**src/rtl/core/eqd_pkg.sv**
```systemverilog
`default_nettype none
// ----------------------------------------------------------------------------
// eqd_pkg
// Shared types and codes of the event queue dispatcher: request and result
// payloads, request kinds, result status codes and ring slot layout.
// ----------------------------------------------------------------------------
package eqd_pkg;

    localparam int PAYLOAD_BYTES = 16;
    localparam int PAYLOAD_W     = 8 * PAYLOAD_BYTES;
    localparam int BYTE_CNT_W    = $clog2(PAYLOAD_BYTES + 1);

    // request kinds
    localparam logic [1:0] KIND_PUBLISH   = 2'd0;
    localparam logic [1:0] KIND_SUBSCRIBE = 2'd1;
    localparam logic [1:0] KIND_PROCESS   = 2'd2;

    // result status codes
    localparam logic [2:0] STAT_PUBLISHED   = 3'd0;
    localparam logic [2:0] STAT_PUB_DROP    = 3'd1;
    localparam logic [2:0] STAT_BAD_TYPE    = 3'd2;
    localparam logic [2:0] STAT_SUBSCRIBED  = 3'd3;
    localparam logic [2:0] STAT_LIST_FULL   = 3'd4;
    localparam logic [2:0] STAT_DELIVERY    = 3'd5;
    localparam logic [2:0] STAT_DRAIN_DONE  = 3'd6;

    typedef struct packed {
        logic [1:0]  kind;
        logic [3:0]  event_type;
        logic [1:0]  priority_req;
        logic [31:0] timestamp;
        logic        payload_present;
        logic [7:0]  payload_len;
        logic [63:0] payload_low;
        logic [63:0] payload_high;
        logic [7:0]  subscriber_id;
    } in_item_t;

    typedef struct packed {
        logic [2:0]  status;
        logic [7:0]  target_id;
        logic [3:0]  out_type;
        logic [1:0]  out_priority;
        logic [31:0] out_timestamp;
        logic [63:0] out_payload_low;
        logic [63:0] out_payload_high;
        logic [3:0]  fill_level;
        logic [3:0]  drained_count;
        logic        last;
    } out_item_t;

    // ring slot header, payload is held apart with byte enables
    typedef struct packed {
        logic [3:0]  ev_type;
        logic [1:0]  ev_priority;
        logic [31:0] ev_time;
    } slot_meta_t;

    // controller to datapath
    typedef struct packed {
        logic capture;
        logic drain_start;
        logic do_simple;
        logic ring_rd;
        logic hdr_load;
        logic sub_rd;
        logic deliver;
        logic ev_next;
        logic done;
    } dp_cmd_t;

    // datapath to controller
    typedef struct packed {
        logic out_free;
        logic rem_zero;
        logic sub_more;
    } dp_sts_t;

endpackage
`default_nettype wire

```
**src/rtl/core/eqd_ctrl.sv**
```systemverilog
`default_nettype none
// ----------------------------------------------------------------------------
// eqd_ctrl
// Sequencer: accepts one request at a time and steps the datapath through
// publish / subscribe commit or the drain loop over events and subscribers.
// ----------------------------------------------------------------------------
module eqd_ctrl (
    input  wire logic             aclk,
    input  wire logic             aresetn,
    input  wire logic             s_valid,
    output logic                  s_ready,
    input  wire logic [1:0]       in_kind,
    input  wire eqd_pkg::dp_sts_t sts,
    output eqd_pkg::dp_cmd_t      cmd
);
    import eqd_pkg::*;

    typedef enum logic [2:0] {
        ST_IDLE,
        ST_EXEC,
        ST_NEXT_EV,
        ST_HDR,
        ST_CHK_SUB,
        ST_SUB_OUT,
        ST_DONE
    } state_t;

    state_t state_reg;
    state_t state_next;

    assign s_ready = (state_reg == ST_IDLE);

    // next state and commands
    always_comb begin
        cmd        = '0;
        state_next = state_reg;
        unique case (state_reg)
            ST_IDLE: begin
                if (s_valid) begin
                    cmd.capture = 1'b1;
                    unique case (in_kind)
                        KIND_PUBLISH, KIND_SUBSCRIBE: state_next = ST_EXEC;
                        KIND_PROCESS: begin
                            cmd.drain_start = 1'b1;
                            state_next      = ST_NEXT_EV;
                        end
                        default: state_next = ST_IDLE;
                    endcase
                end
            end
            ST_EXEC: begin
                if (sts.out_free) begin
                    cmd.do_simple = 1'b1;
                    state_next    = ST_IDLE;
                end
            end
            ST_NEXT_EV: begin
                if (sts.rem_zero) begin
                    state_next = ST_DONE;
                end else begin
                    cmd.ring_rd = 1'b1;
                    state_next  = ST_HDR;
                end
            end
            ST_HDR: begin
                cmd.hdr_load = 1'b1;
                state_next   = ST_CHK_SUB;
            end
            ST_CHK_SUB: begin
                if (sts.sub_more) begin
                    cmd.sub_rd = 1'b1;
                    state_next = ST_SUB_OUT;
                end else begin
                    cmd.ev_next = 1'b1;
                    state_next  = ST_NEXT_EV;
                end
            end
            ST_SUB_OUT: begin
                if (sts.out_free) begin
                    cmd.deliver = 1'b1;
                    state_next  = ST_CHK_SUB;
                end
            end
            ST_DONE: begin
                if (sts.out_free) begin
                    cmd.done   = 1'b1;
                    state_next = ST_IDLE;
                end
            end
            default: state_next = ST_IDLE;
        endcase
    end

    // state register
    always_ff @(posedge aclk) begin
        if (!aresetn) begin
            state_reg <= ST_IDLE;
        end else begin
            state_reg <= state_next;
        end
    end

endmodule
`default_nettype wire

```
**src/rtl/core/eqd_datapath.sv**
```systemverilog
`default_nettype none
// ----------------------------------------------------------------------------
// eqd_datapath
// Event ring memory, subscriber table memory, per-type tallies, pointers and
// the result register, driven by commands from the sequencer.
// ----------------------------------------------------------------------------
module eqd_datapath #(
    parameter int QUEUE_DEPTH   = 8,
    parameter int SUBS_PER_TYPE = 4,
    parameter int EVENT_TYPES   = 11
) (
    input  wire logic              aclk,
    input  wire logic              aresetn,
    input  wire eqd_pkg::in_item_t s_data,
    input  wire eqd_pkg::dp_cmd_t  cmd,
    output eqd_pkg::dp_sts_t       sts,
    output logic                   m_valid,
    input  wire logic              m_ready,
    output eqd_pkg::out_item_t     m_data
);
    import eqd_pkg::*;

    localparam int QP_W      = $clog2(QUEUE_DEPTH);
    localparam int OCC_W     = $clog2(QUEUE_DEPTH + 1);
    localparam int TC_W      = $clog2(SUBS_PER_TYPE + 1);
    localparam int TI_W      = (EVENT_TYPES > 1) ? $clog2(EVENT_TYPES) : 1;
    localparam int SUB_DEPTH = EVENT_TYPES * SUBS_PER_TYPE;
    localparam int SA_W      = (SUB_DEPTH > 1) ? $clog2(SUB_DEPTH) : 1;

    function automatic logic [QP_W-1:0] bump(input logic [QP_W-1:0] p);
        return (p == QP_W'(QUEUE_DEPTH - 1)) ? '0 : p + 1'b1;
    endfunction

    // memories
    slot_meta_t             meta_mem [QUEUE_DEPTH];
    logic [PAYLOAD_W-1:0]   pay_mem  [QUEUE_DEPTH];
    logic [7:0]             sub_mem  [SUB_DEPTH];

    slot_meta_t             meta_rd_reg;
    logic [PAYLOAD_W-1:0]   pay_rd_reg;
    logic [7:0]             sub_rd_reg;

    // control registers
    in_item_t               req_reg;
    logic [QP_W-1:0]        wp_reg, wp_next;
    logic [QP_W-1:0]        rp_reg, rp_next;
    logic [OCC_W-1:0]       occ_reg, occ_next;
    logic [OCC_W-1:0]       rem_reg, rem_next;
    logic [OCC_W-1:0]       drained_reg, drained_next;
    logic [QUEUE_DEPTH-1:0] slot_valid_reg, slot_valid_next;
    logic [TC_W-1:0]        tally_reg [EVENT_TYPES];
    logic [TC_W-1:0]        ev_cnt_reg, ev_cnt_next;
    logic [TC_W-1:0]        sub_idx_reg, sub_idx_next;
    logic                   m_valid_reg, m_valid_next;
    out_item_t              m_data_reg, m_data_next;

    // decode of the held request
    logic                   is_pub, is_sub, req_type_ok, ring_full, list_full;
    logic                   pay_clear, ring_we, sub_we, out_free;
    logic [TI_W-1:0]        tally_idx;
    logic [TC_W-1:0]        tally_rd;
    logic                   hdr_type_ok;
    logic [OCC_W-1:0]       occ_after;
    logic [BYTE_CNT_W-1:0]  n_bytes;
    logic [PAYLOAD_BYTES-1:0] byte_mask, byte_en;
    logic [PAYLOAD_W-1:0]   pay_in, pay_wdata;
    logic [SA_W-1:0]        sub_waddr, sub_raddr;

    assign out_free    = !m_valid_reg || m_ready;
    assign is_pub      = (req_reg.kind == KIND_PUBLISH);
    assign is_sub      = (req_reg.kind == KIND_SUBSCRIBE);
    assign req_type_ok = (32'(req_reg.event_type) < EVENT_TYPES);
    assign hdr_type_ok = (32'(meta_rd_reg.ev_type) < EVENT_TYPES);
    assign ring_full   = (occ_reg == OCC_W'(QUEUE_DEPTH));
    assign occ_after   = ring_full ? occ_reg : occ_reg + 1'b1;

    // single tally read port, event type of the request or of the ring head
    assign tally_idx = cmd.hdr_load ? meta_rd_reg.ev_type[TI_W-1:0]
                                    : req_reg.event_type[TI_W-1:0];
    assign tally_rd  = tally_reg[tally_idx];
    assign list_full = (tally_rd == TC_W'(SUBS_PER_TYPE));

    assign ring_we = cmd.do_simple && is_pub && req_type_ok;
    assign sub_we  = cmd.do_simple && is_sub && req_type_ok && !list_full;

    assign sub_waddr = SA_W'(32'(req_reg.event_type) * SUBS_PER_TYPE + 32'(tally_rd));
    assign sub_raddr = SA_W'(32'(meta_rd_reg.ev_type) * SUBS_PER_TYPE + 32'(sub_idx_reg));

    // payload byte enables: first min(size,16) bytes, whole slot when cleared
    // or when the slot holds nothing written since reset
    assign pay_clear = !req_reg.payload_present || (req_reg.payload_len == 8'd0);
    assign n_bytes   = (req_reg.payload_len > 8'(PAYLOAD_BYTES))
                       ? BYTE_CNT_W'(PAYLOAD_BYTES)
                       : req_reg.payload_len[BYTE_CNT_W-1:0];
    assign pay_in    = {req_reg.payload_high, req_reg.payload_low};

    always_comb begin
        for (int b = 0; b < PAYLOAD_BYTES; b++) begin
            byte_mask[b] = !pay_clear && (BYTE_CNT_W'(b) < n_bytes);
            pay_wdata[b*8 +: 8] = byte_mask[b] ? pay_in[b*8 +: 8] : 8'h00;
        end
        byte_en = (pay_clear || !slot_valid_reg[wp_reg]) ? '1 : byte_mask;
    end

    // ring memory
    always_ff @(posedge aclk) begin
        if (ring_we) begin
            meta_mem[wp_reg] <= '{ev_type:     req_reg.event_type,
                                  ev_priority: req_reg.priority_req,
                                  ev_time:     req_reg.timestamp};
            for (int b = 0; b < PAYLOAD_BYTES; b++) begin
                if (byte_en[b]) begin
                    pay_mem[wp_reg][b*8 +: 8] <= pay_wdata[b*8 +: 8];
                end
            end
        end
        if (cmd.ring_rd) begin
            meta_rd_reg <= meta_mem[rp_reg];
            pay_rd_reg  <= pay_mem[rp_reg];
        end
    end

    // subscriber table memory
    always_ff @(posedge aclk) begin
        if (sub_we) begin
            sub_mem[sub_waddr] <= req_reg.subscriber_id;
        end
        if (cmd.sub_rd) begin
            sub_rd_reg <= sub_mem[sub_raddr];
        end
    end

    // request capture
    always_ff @(posedge aclk) begin
        if (cmd.capture) begin
            req_reg <= s_data;
        end
    end

    // pointers, counts and drain bookkeeping
    always_comb begin
        wp_next         = wp_reg;
        rp_next         = rp_reg;
        occ_next        = occ_reg;
        rem_next        = rem_reg;
        drained_next    = drained_reg;
        slot_valid_next = slot_valid_reg;
        ev_cnt_next     = ev_cnt_reg;
        sub_idx_next    = sub_idx_reg;
        if (cmd.drain_start) begin
            rem_next     = occ_reg;
            drained_next = occ_reg;
            occ_next     = '0;
        end
        if (ring_we) begin
            wp_next                 = bump(wp_reg);
            occ_next                = occ_after;
            slot_valid_next[wp_reg] = 1'b1;
            if (ring_full) begin
                rp_next = bump(rp_reg);
            end
        end
        if (cmd.hdr_load) begin
            ev_cnt_next  = hdr_type_ok ? tally_rd : '0;
            sub_idx_next = '0;
        end
        if (cmd.deliver) begin
            sub_idx_next = sub_idx_reg + 1'b1;
        end
        if (cmd.ev_next) begin
            rp_next  = bump(rp_reg);
            rem_next = rem_reg - 1'b1;
        end
    end

    // result register
    always_comb begin
        m_data_next  = m_data_reg;
        m_valid_next = m_valid_reg && !m_ready;
        if (cmd.do_simple) begin
            m_data_next            = '0;
            m_data_next.last       = 1'b1;
            m_data_next.fill_level = 4'(occ_reg);
            if (!req_type_ok) begin
                m_data_next.status = STAT_BAD_TYPE;
            end else if (is_pub) begin
                m_data_next.status     = ring_full ? STAT_PUB_DROP : STAT_PUBLISHED;
                m_data_next.fill_level = 4'(occ_after);
            end else begin
                m_data_next.status = list_full ? STAT_LIST_FULL : STAT_SUBSCRIBED;
            end
            m_valid_next = 1'b1;
        end else if (cmd.deliver) begin
            m_data_next                  = '0;
            m_data_next.status           = STAT_DELIVERY;
            m_data_next.target_id        = sub_rd_reg;
            m_data_next.out_type         = meta_rd_reg.ev_type;
            m_data_next.out_priority     = meta_rd_reg.ev_priority;
            m_data_next.out_timestamp    = meta_rd_reg.ev_time;
            m_data_next.out_payload_low  = pay_rd_reg[63:0];
            m_data_next.out_payload_high = pay_rd_reg[127:64];
            m_data_next.fill_level       = 4'(occ_reg);
            m_valid_next                 = 1'b1;
        end else if (cmd.done) begin
            m_data_next               = '0;
            m_data_next.status        = STAT_DRAIN_DONE;
            m_data_next.fill_level    = 4'(occ_reg);
            m_data_next.drained_count = 4'(drained_reg);
            m_data_next.last          = 1'b1;
            m_valid_next              = 1'b1;
        end
    end

    always_ff @(posedge aclk) begin
        m_data_reg  <= m_data_next;
        ev_cnt_reg  <= ev_cnt_next;
        sub_idx_reg <= sub_idx_next;
        rem_reg     <= rem_next;
        drained_reg <= drained_next;
    end

    always_ff @(posedge aclk) begin
        if (!aresetn) begin
            wp_reg         <= '0;
            rp_reg         <= '0;
            occ_reg        <= '0;
            slot_valid_reg <= '0;
            m_valid_reg    <= 1'b0;
            for (int t = 0; t < EVENT_TYPES; t++) begin
                tally_reg[t] <= '0;
            end
        end else begin
            wp_reg         <= wp_next;
            rp_reg         <= rp_next;
            occ_reg        <= occ_next;
            slot_valid_reg <= slot_valid_next;
            m_valid_reg    <= m_valid_next;
            if (sub_we) begin
                tally_reg[tally_idx] <= tally_rd + 1'b1;
            end
        end
    end

    assign sts.out_free = out_free;
    assign sts.rem_zero = (rem_reg == '0);
    assign sts.sub_more = (sub_idx_reg < ev_cnt_reg);

    assign m_valid = m_valid_reg;
    assign m_data  = m_data_reg;

endmodule
`default_nettype wire

```
**src/rtl/core/event_queue_dispatcher_core.sv**
```systemverilog
`default_nettype none
// ----------------------------------------------------------------------------
// event_queue_dispatcher_core
// Publish / subscribe event ring with per-type subscriber lists.
//
//   channel | ports                       | carries
//   --------+-----------------------------+--------------------------------
//   s_      | s_valid s_ready s_data      | request: publish/subscribe/process
//   m_      | m_valid m_ready m_data      | result: status, delivery, counts
//
// Publish and subscribe: accept, then commit and load the result. Process
// walks the stored events and their subscribers through the registered
// reads of the ring memory and the subscriber table memory.
// One request is in work at a time; s_ready is high only while idle.
// A full result register holds the sequencer, requests wait at s_ready.
// Synchronous active-low reset empties the ring and all subscriber lists.
// ----------------------------------------------------------------------------
module event_queue_dispatcher_core #(
    parameter int QUEUE_DEPTH   = 8,
    parameter int SUBS_PER_TYPE = 4,
    parameter int EVENT_TYPES   = 11
) (
    input  wire logic               aclk,
    input  wire logic               aresetn,
    input  wire logic               s_valid,
    output logic                    s_ready,
    input  wire eqd_pkg::in_item_t  s_data,
    output logic                    m_valid,
    input  wire logic               m_ready,
    output eqd_pkg::out_item_t      m_data
);
    import eqd_pkg::*;

    dp_cmd_t cmd;
    dp_sts_t sts;

    // sequencer
    eqd_ctrl u_ctrl (
        .aclk    (aclk),
        .aresetn (aresetn),
        .s_valid (s_valid),
        .s_ready (s_ready),
        .in_kind (s_data.kind),
        .sts     (sts),
        .cmd     (cmd)
    );

    // storage and result path
    eqd_datapath #(
        .QUEUE_DEPTH   (QUEUE_DEPTH),
        .SUBS_PER_TYPE (SUBS_PER_TYPE),
        .EVENT_TYPES   (EVENT_TYPES)
    ) u_datapath (
        .aclk    (aclk),
        .aresetn (aresetn),
        .s_data  (s_data),
        .cmd     (cmd),
        .sts     (sts),
        .m_valid (m_valid),
        .m_ready (m_ready),
        .m_data  (m_data)
    );

endmodule
`default_nettype wire

```
**config.mk**
```make
export PLATFORM = sky130hd
export DESIGN_NAME = event_queue_dispatcher_core
export DESIGN_NICKNAME = d
export VERILOG_FILES = /design/src/rtl/core/eqd_pkg.sv /design/src/rtl/core/eqd_ctrl.sv /design/src/rtl/core/eqd_datapath.sv /design/src/rtl/core/event_queue_dispatcher_core.sv
export SDC_FILE = /design/constraint.sdc
export NUM_CORES = 2
export LEC_CHECK = 0
export BUFFER_PORTS_ARGS = -buffer_cell sky130_fd_sc_hd__buf_2
export CAP_MARGIN = 30
export CORE_ASPECT_RATIO = 0.7
export CORE_MARGIN = 2
export CORE_UTILIZATION = 35
export CTS_CLUSTER_SIZE = 8
export DETAILED_ROUTE_END_ITERATION = 7
export GPL_ROUTABILITY_DRIVEN = 0
export GPL_TIMING_DRIVEN = 0
export HOLD_SLACK_MARGIN = 0.03
export PLACE_DENSITY_LB_ADDON = 0.12
export SETUP_SLACK_MARGIN = 0.4
export SYNTH_ARGS = -nofsm -noshare
export SYNTH_HDL_FRONTEND = slang
export SYNTH_SLANG_ARGS = --single-unit
export TNS_END_PERCENT = 30
```
**constraint.sdc**
```tcl
create_clock -name aclk -period 18.75 [get_ports aclk]
set_input_delay 0.9375 -clock aclk [delete_from_list [all_inputs] [get_ports aclk]]
set_output_delay 0.9375 -clock aclk [all_outputs]
set_load 0.01 [all_outputs]
```
# ---- After elaboration in Yosys (flattened, before gate mapping)
# Memory sizes are Yosys's and may differ from the RTL's. A register that Yosys moved wholly into a read port is not among the register bits.
# Cells that the tools add are included.
dict set report word_totals {
  reg_bits 407
  mem_bits_rw 1713
  in_bits 189
  out_inout_bits 188
  memories 4
}
# name words word_bits rd rd_ports_with_merged_regs write_ports line
set memory_table {}
lappend memory_table {u_datapath.pay_mem 8 128 1 1 1 eqd_datapath.sv:36} ;# logic [PAYLOAD_W-1:0] pay_mem [QUEUE_DEPTH];
lappend memory_table {u_datapath.sub_mem 44 8 1 1 1 eqd_datapath.sv:37} ;# logic [7:0] sub_mem [SUB_DEPTH];
lappend memory_table {u_datapath.meta_mem 8 38 1 1 1 eqd_datapath.sv:35} ;# slot_meta_t meta_mem [QUEUE_DEPTH];
lappend memory_table {u_datapath.tally_reg 11 3 1 0 11 eqd_datapath.sv:51} ;# logic [TC_W-1:0] tally_reg [EVENT_TYPES];
dict set report op_classes {
  addsub 8
  order_cmp 22
  eq_ne 16
  mux 126
  bitwise 1
  reduce_logical 50
}
# operator n
set op_table {}
lappend op_table {{186-bit two-way mux} 3}
lappend op_table {{8-bit two-way mux} 16}
lappend op_table {{1-bit two-way mux} 74}
lappend op_table {{3-bit two-way mux} 16}
lappend op_table {{4-bit by 5-bit < comparator with 1-bit output, first input constant} 8}
lappend op_table {{4-bit two-way mux} 9}
lappend op_table {{1-bit logical AND} 23}
lappend op_table {{3-bit by 5-bit < comparator with 1-bit output, first input constant} 4}
lappend op_table {{3-bit == test, second input constant} 6}
lappend op_table {{3-bit case mux with 6 select lines} 1}
lappend op_table {{16-bit two-way mux} 1}
lappend op_table {{3-bit by 1-bit adder with 3-bit output, second input constant} 4}
lappend op_table {{6-bit by 3-bit adder with 6-bit output} 2}
lappend op_table {{2-bit nonzero test} 6}
lappend op_table {{1-bit by 5-bit < comparator with 1-bit output, first input constant} 2}
lappend op_table {{2-bit by 5-bit < comparator with 1-bit output, first input constant} 2}
lappend op_table {{8-bit by 5-bit greater-than comparator with 1-bit output, second input constant} 1}
lappend op_table {{8-bit logical NOT} 1}
lappend op_table {{4-bit < comparator, second input constant} 2}
lappend op_table {{8-bit bitwise OR} 1}
lappend op_table {{3-bit by 2-bit == test with 1-bit output, second input constant} 2}
lappend op_table {{1-bit logical NOT} 6}
lappend op_table {{2-bit OR reduction} 3}
lappend op_table {{5-bit two-way mux} 1}
lappend op_table {{23 further kinds} 29}

# ---- Depth between registers and ports, before layout
dict set report depth {
  word_depth 12
  ltp_mapped 18
  ltp_nobuf 14
}

# ---- Modules after synthesis
# Synthesis repeated with hierarchy kept, for this count alone.
dict set report hier_totals {
  cells_unflattened 4053
  hier_area_um2 85958.7
}
# module instances cells_each area_each_um2 seq_area_each_um2
set by_module_without_submodules {}
lappend by_module_without_submodules {eqd_datapath 1 4017 85668.4 67234.5}
lappend by_module_without_submodules {eqd_ctrl 1 36 290.3 60.1}

# ---- Worst setup path before layout
# No wires, ideal clock.
dict set report synth_path {
  kind {register to register}
  from {register u_ctrl.state_reg[1]}
  to {register u_ctrl.state_reg[0]}
  setup_ns 0.105
  arrival_ns 14.260
  t_required_ns 18.645
  setup_slack_ns 4.386
  stages_incl_launch_ff 5
  n_path_buf 1
  synth_period_minus_slack_ns 14.364
  cell_sequence {dfxtp_1 clkbuf_1 nor3b_1 o311ai_0 a21oi_1}
}
dict set report synth_between {
  elab_chain_cells 4
  elab_cells_between_ends 13
  classes_between {eq/ne (9); mux (1); reduce/logical (3)}
}
# element line
set synth_rtl {}
lappend synth_rtl {{start: declaration} eqd_ctrl.sv:28} ;# state_t state_reg;
lappend synth_rtl {{start signal: assignment} eqd_ctrl.sv:99} ;# state_reg <= state_next;
lappend synth_rtl {{3-bit by 1-bit == test with 1-bit output or 3-bit == test (tied branches)} eqd_ctrl.sv:37} ;# unique case (state_reg)
lappend synth_rtl {{2-bit OR reduction (no line)} -}
lappend synth_rtl {{2-bit by 1-bit inequality test with 1-bit output (no line)} -}
lappend synth_rtl {{3-bit AND reduction (no line)} -}
# Parallel ways exist; a longest one is shown, timed or not.
# A chain may end at the register's enable or synchronous reset.

# ---- Final worst setup path
dict set report layout_path {
  from {register u_datapath.req_reg[180] (netlist bit)}
  to {memory u_datapath.sub_mem[11][5] (enable)}
}
dict set report layout_between {
  elab_chain_cells 7
  elab_cells_between_ends 10
  classes_between {add/sub (1); order compare (1); eq/ne (1); mux (3); reduce/logical (3); memory (1)}
}
# element line
set layout_rtl {}
lappend layout_rtl {{start: declaration} eqd_datapath.sv:44} ;# in_item_t req_reg;
lappend layout_rtl {{start signal: assignment} eqd_datapath.sv:136} ;# req_reg <= s_data;
lappend layout_rtl {{branches (longest 7 deep; another with 6-bit by 3-bit adder with 6-bit output)} -}
lappend layout_rtl {{end: declaration} eqd_datapath.sv:37}
# Parallel ways; which one is timed is not known.

==> summary by stage <==
GRT
The total overflow left after global routing is 0. The initial antenna violation count came to 44. The overall fraction of global-route tracks in use is 19.0%. The first global-routing pass estimated 338 mm of wire. The number of global-route vias before repair is between 40000 and 50000.

The pin count of the biggest net entering global routing is 53.

Pwr
The total power divided by cell area is 112 nW/um^2. The part of the total power dissipated in sequential elements is 49.2%. The internal portion of the total power is 0.00923 W. For this design the total switching power over the nets is 0.00250 W. The proportion of power drawn by combinational gates is 3.2%. Total power for the finished layout comes to 0.0117 W. The clock group share of total power is 47.6%.

Summed over all cells, the static leakage comes to 34.8 nW. Net switching is 21.3% of the power. The worst-case IR drop observed on VDD is 0.0000724 V.

Min path
The startpoint identified for the worst hold timing path is s_data[2]. The count of cells along the worst hold path is 1. The hold-critical path endpoint is u_datapath.req_reg[2]$_DFFE_PP_. The type of the tightest min-delay check is primary input to register.

Placed design
Detailed placement finished with a half-perimeter wire length of roughly 160 mm. During placement, the flow inserted port buffers numbering 375. The total placed cells including tap cells is just under 8000.

Summing all placed instances gives a cell area of 94600 sq um.

Clock tree
Post-CTS timing repair inserted 0 buffers for setup. The clock net in this run drives a total of 2309 sinks. The clock slew seen by the registers of the worst setup and hold paths is approximately 50 ps. The root buffer cell chosen for the clock tree is clkbuf_16. In this run the number of H-tree levels came out at 5. In this run the deepest clock path goes through 4 buffers.

At the later pin of the worst-skew pair, clock insertion delay measures 860 ps. After clock tree synthesis, the repair step resized 0 gates. The total CTS buffers is 332.

TritonCTS built the clock tree. In this run, post-CTS hold repair placed 0 buffers.

Floorplan
The x dimension of the die is 597 um. The placeable core region is 245000 sq um. The floorplan row count is 152. The initial core utilization is a little over a third. In this run the vertical extent of the chip is 419 um.

The number of top-level pins is 377. The die covers 250000 sq um.

Routing
For this block, the via count after detailed routing is ~43000. In the final routed layout, each cell accounts on average for 28.1 um. In the routed design, unresolved DRC markers number 0. In this run, the number of DRC markers left after iteration 0 of detailed routing was around 4000.

Once detail routing completed, the nets flagged for antenna violations numbered 0. The pre-antenna-repair detailed-routing pass consisted of 6 iterations. The final layout contains routed wiring with a total length of 239 mm. After detailed routing, the number of vias per cell comes to 5.08.

Logic synthesis
Counting flops and latches in the post-synthesis netlist gives 2309. The synthesized netlist contains 70 unique library cells. The synthesized design contains around 2100 enable-type register cells.

Counting instances in the post-synthesis netlist gives the leading cell types as edfxtp_1 (2105), mux4_2 (442), dfxtp_1 (204). edfxtp_1 is the most common cell in the netlist. During synthesis, Yosys emitted a total of 0 warnings. The share of synthesized area in the top cell type comes to 73.3%. The share of the Yosys chip area taken by registers is 78.1%. After technology mapping, the gate count stands at between 4000 and 5000. Ranked by total cell area, the synthesized netlist is headed by edfxtp_1 (73%), mux4_2 (12%), dfxtp_1 (4.7%).

Averaged over all synthesized cells, the footprint is approximately 21 sq um. The netlist area before placement is 86200 sq um. For this run, the leading register cell type out of synthesis is edfxtp_1. The leading area contributor after synthesis is edfxtp_1. Counting flops with an async set or reset pin after synthesis yields a share of 0%.

Critical path
The kind of end point of the critical path is a register. Data arrives at the worst endpoint at 7760 ps. The depth of the worst register-to-register path is 18. In this run the critical register-to-register path is launched from u_datapath.req_reg[180]$_DFFE_PP_.

The reg-to-reg setup timing slack is 11520 ps. The critical path required time is ~19000 ps. The slowest stage cell on the critical path is nor4_2.

The worst register-to-register path ends at u_datapath.sub_mem[11][5]$_DFFE_PP_. The combined buffer and inverter count along the critical path is 5. The critical path is of the register to register type.

The startpoint class of the critical path is a register. Walking the worst path, the cells encountered are buf_2, buf_2, mux2i_1, buf_2, mux2i_1, mux2i_1, a22oi_1, o221a_2, clkbuf_1, ha_1, nand2_1, nor3_1, a22oi_1, nand4_1, nor4_4, nand4_1, nor4_2, buf_4. In this run the worst path has a maximum fanout of 10. The largest stage delay on the critical path is between 800 and 900 ps. The critical path's top delay family is simple AND/OR/NAND/NOR gates.

Cells and area
With fillers left out, the area of the finished cells amounts to roughly 100000 sq um. Relative to the synthesized area, the layout overhead comes to 21.0%. Counting flops per register, the top entry is u_datapath.pay_mem. The area of the multi-input gates is 18100 sq um. The largest registers in the layout are u_datapath.pay_mem x1024, u_datapath.sub_mem x352, u_datapath.meta_mem x304. Summing all flip-flop and latch instances after layout gives 67300 sq um. The number of fill cells is 21500. The number of flip-flops in the largest register is between 1000 and 1500. After the last flow step, the layout net total stands at slightly above 5000. The layout cell share with drive strength beyond 1 is between 30% and 40%.

The non-filler instance count after layout is 8481.

STA
The post-layout minimum cycle time is a little over 7000 ps. The timing-limited maximum frequency is 0.138 GHz. The final hold violation count is 0. Across the routed clock network, the largest skew measured is 42.2 ps.

Setup violations remaining at the end of the flow were counted as 0. In this run the tightest slew margin relative to its limit is between 20% and 30%. On the final layout, the worst hold slack is 247 ps. At the pin with the least slew margin, the transition time is 1080 ps. Setup repair after global routing left no endpoint under its margin. The final max-slew violation count was 0.

Of the available clock period, the critical path in the final layout requires 38.5%.

Job
The max-capacitance violation count is 0.

Outcome
The run finished with clean final reports.
[layer usage]
layer / track usage, % / part of all wire [%]
met1: 27.6 / 46
met2: 29.5 / 46
met3: 3.03 / 4.8
met4: 5.17 / 2.5
met5: 0 / 0
[layout by cell type, fill, tap and decap left out, drive strengths merged, types with 49 or more instances in the layout]
| cell type | n |
|---|---|
| mux2i | 49 |
| edfxtp | 2105 |
| clkbuf | 734 |
| inv | 53 |
| mux2 | 171 |
| dfxtp | 204 |
| nor2 | 200 |
| nand2 | 61 |
| and2 | 111 |
| nor4 | 52 |
| mux4 | 447 |
| a22o | 174 |
| buf | 611 |
[power groups by stage]
stage	Sequential [W]	Clock, W	Combinational, W
after floorplan	0.00586	0	0.000172
after global placement	0.00592	0	0.000324
after detailed placement	0.00588	0	0.000379
after CTS	0.00578	0.00572	0.000381
after global routing	0.00578	0.00594	0.000405
final	0.00578	0.00558	0.000376
[layout make-up]
cell class | instances | area share, %
clock inverter | 17 | 0.234
tap | 3234 | 3.88
antenna | 4 | 0.00959
buffer | 226 | 0.898
clock buffer | 582 | 9.06
timing repair buffer | 537 | 3.86
sequential | 2309 | 64.5
multi-input combinational | 1527 | 17.4
inverter | 45 | 0.162
[kinds of logic after synthesis]
logic type	count (synthesis)	synth area share [%]
buf+inv	271	1.26
fa+ha+maj	16	0.232
other cells	1	0.00435
xor+xnor	9	0.0914
flops	2309	78.1
compound gates	282	2.59
mux	667	14.5
simple gates	538	3.24
[how the worst max path moves through the flow]
stage	from	end	slack, ps	cells past startpoint
2_1_floorplan	u_ctrl.state_reg[1]$_SDFFE_PN0P_	u_ctrl.state_reg[0]$_SDFFE_PN0P_	4390	4
3_3_place_gp	u_ctrl.state_reg[1]$_SDFFE_PN0P_	u_ctrl.state_reg[0]$_SDFFE_PN0P_	-10830	4
3_5_place_dp	u_datapath.req_reg[180]$_DFFE_PP_	u_datapath.sub_mem[11][5]$_DFFE_PP_	11650	18
4_1_cts	u_datapath.req_reg[180]$_DFFE_PP_	u_datapath.sub_mem[11][2]$_DFFE_PP_	11620	18
5_1_grt	u_datapath.req_reg[180]$_DFFE_PP_	u_datapath.sub_mem[11][2]$_DFFE_PP_	11220	18
6_report	u_datapath.req_reg[180]$_DFFE_PP_	u_datapath.sub_mem[11][5]$_DFFE_PP_	11520	18
[through the flow]
stage                     setup TNS (ps)  setup WS, ps  utilization, %
final                                  0         11520            42.6
after CTS                              0         11620            42.6
after floorplan                        0          4390               -
after global placement          -1403020        -10830            37.6
after detailed placement               0         11650            38.6
after global routing                   0         11220            42.6
Power figures use the tool's default switching activity.
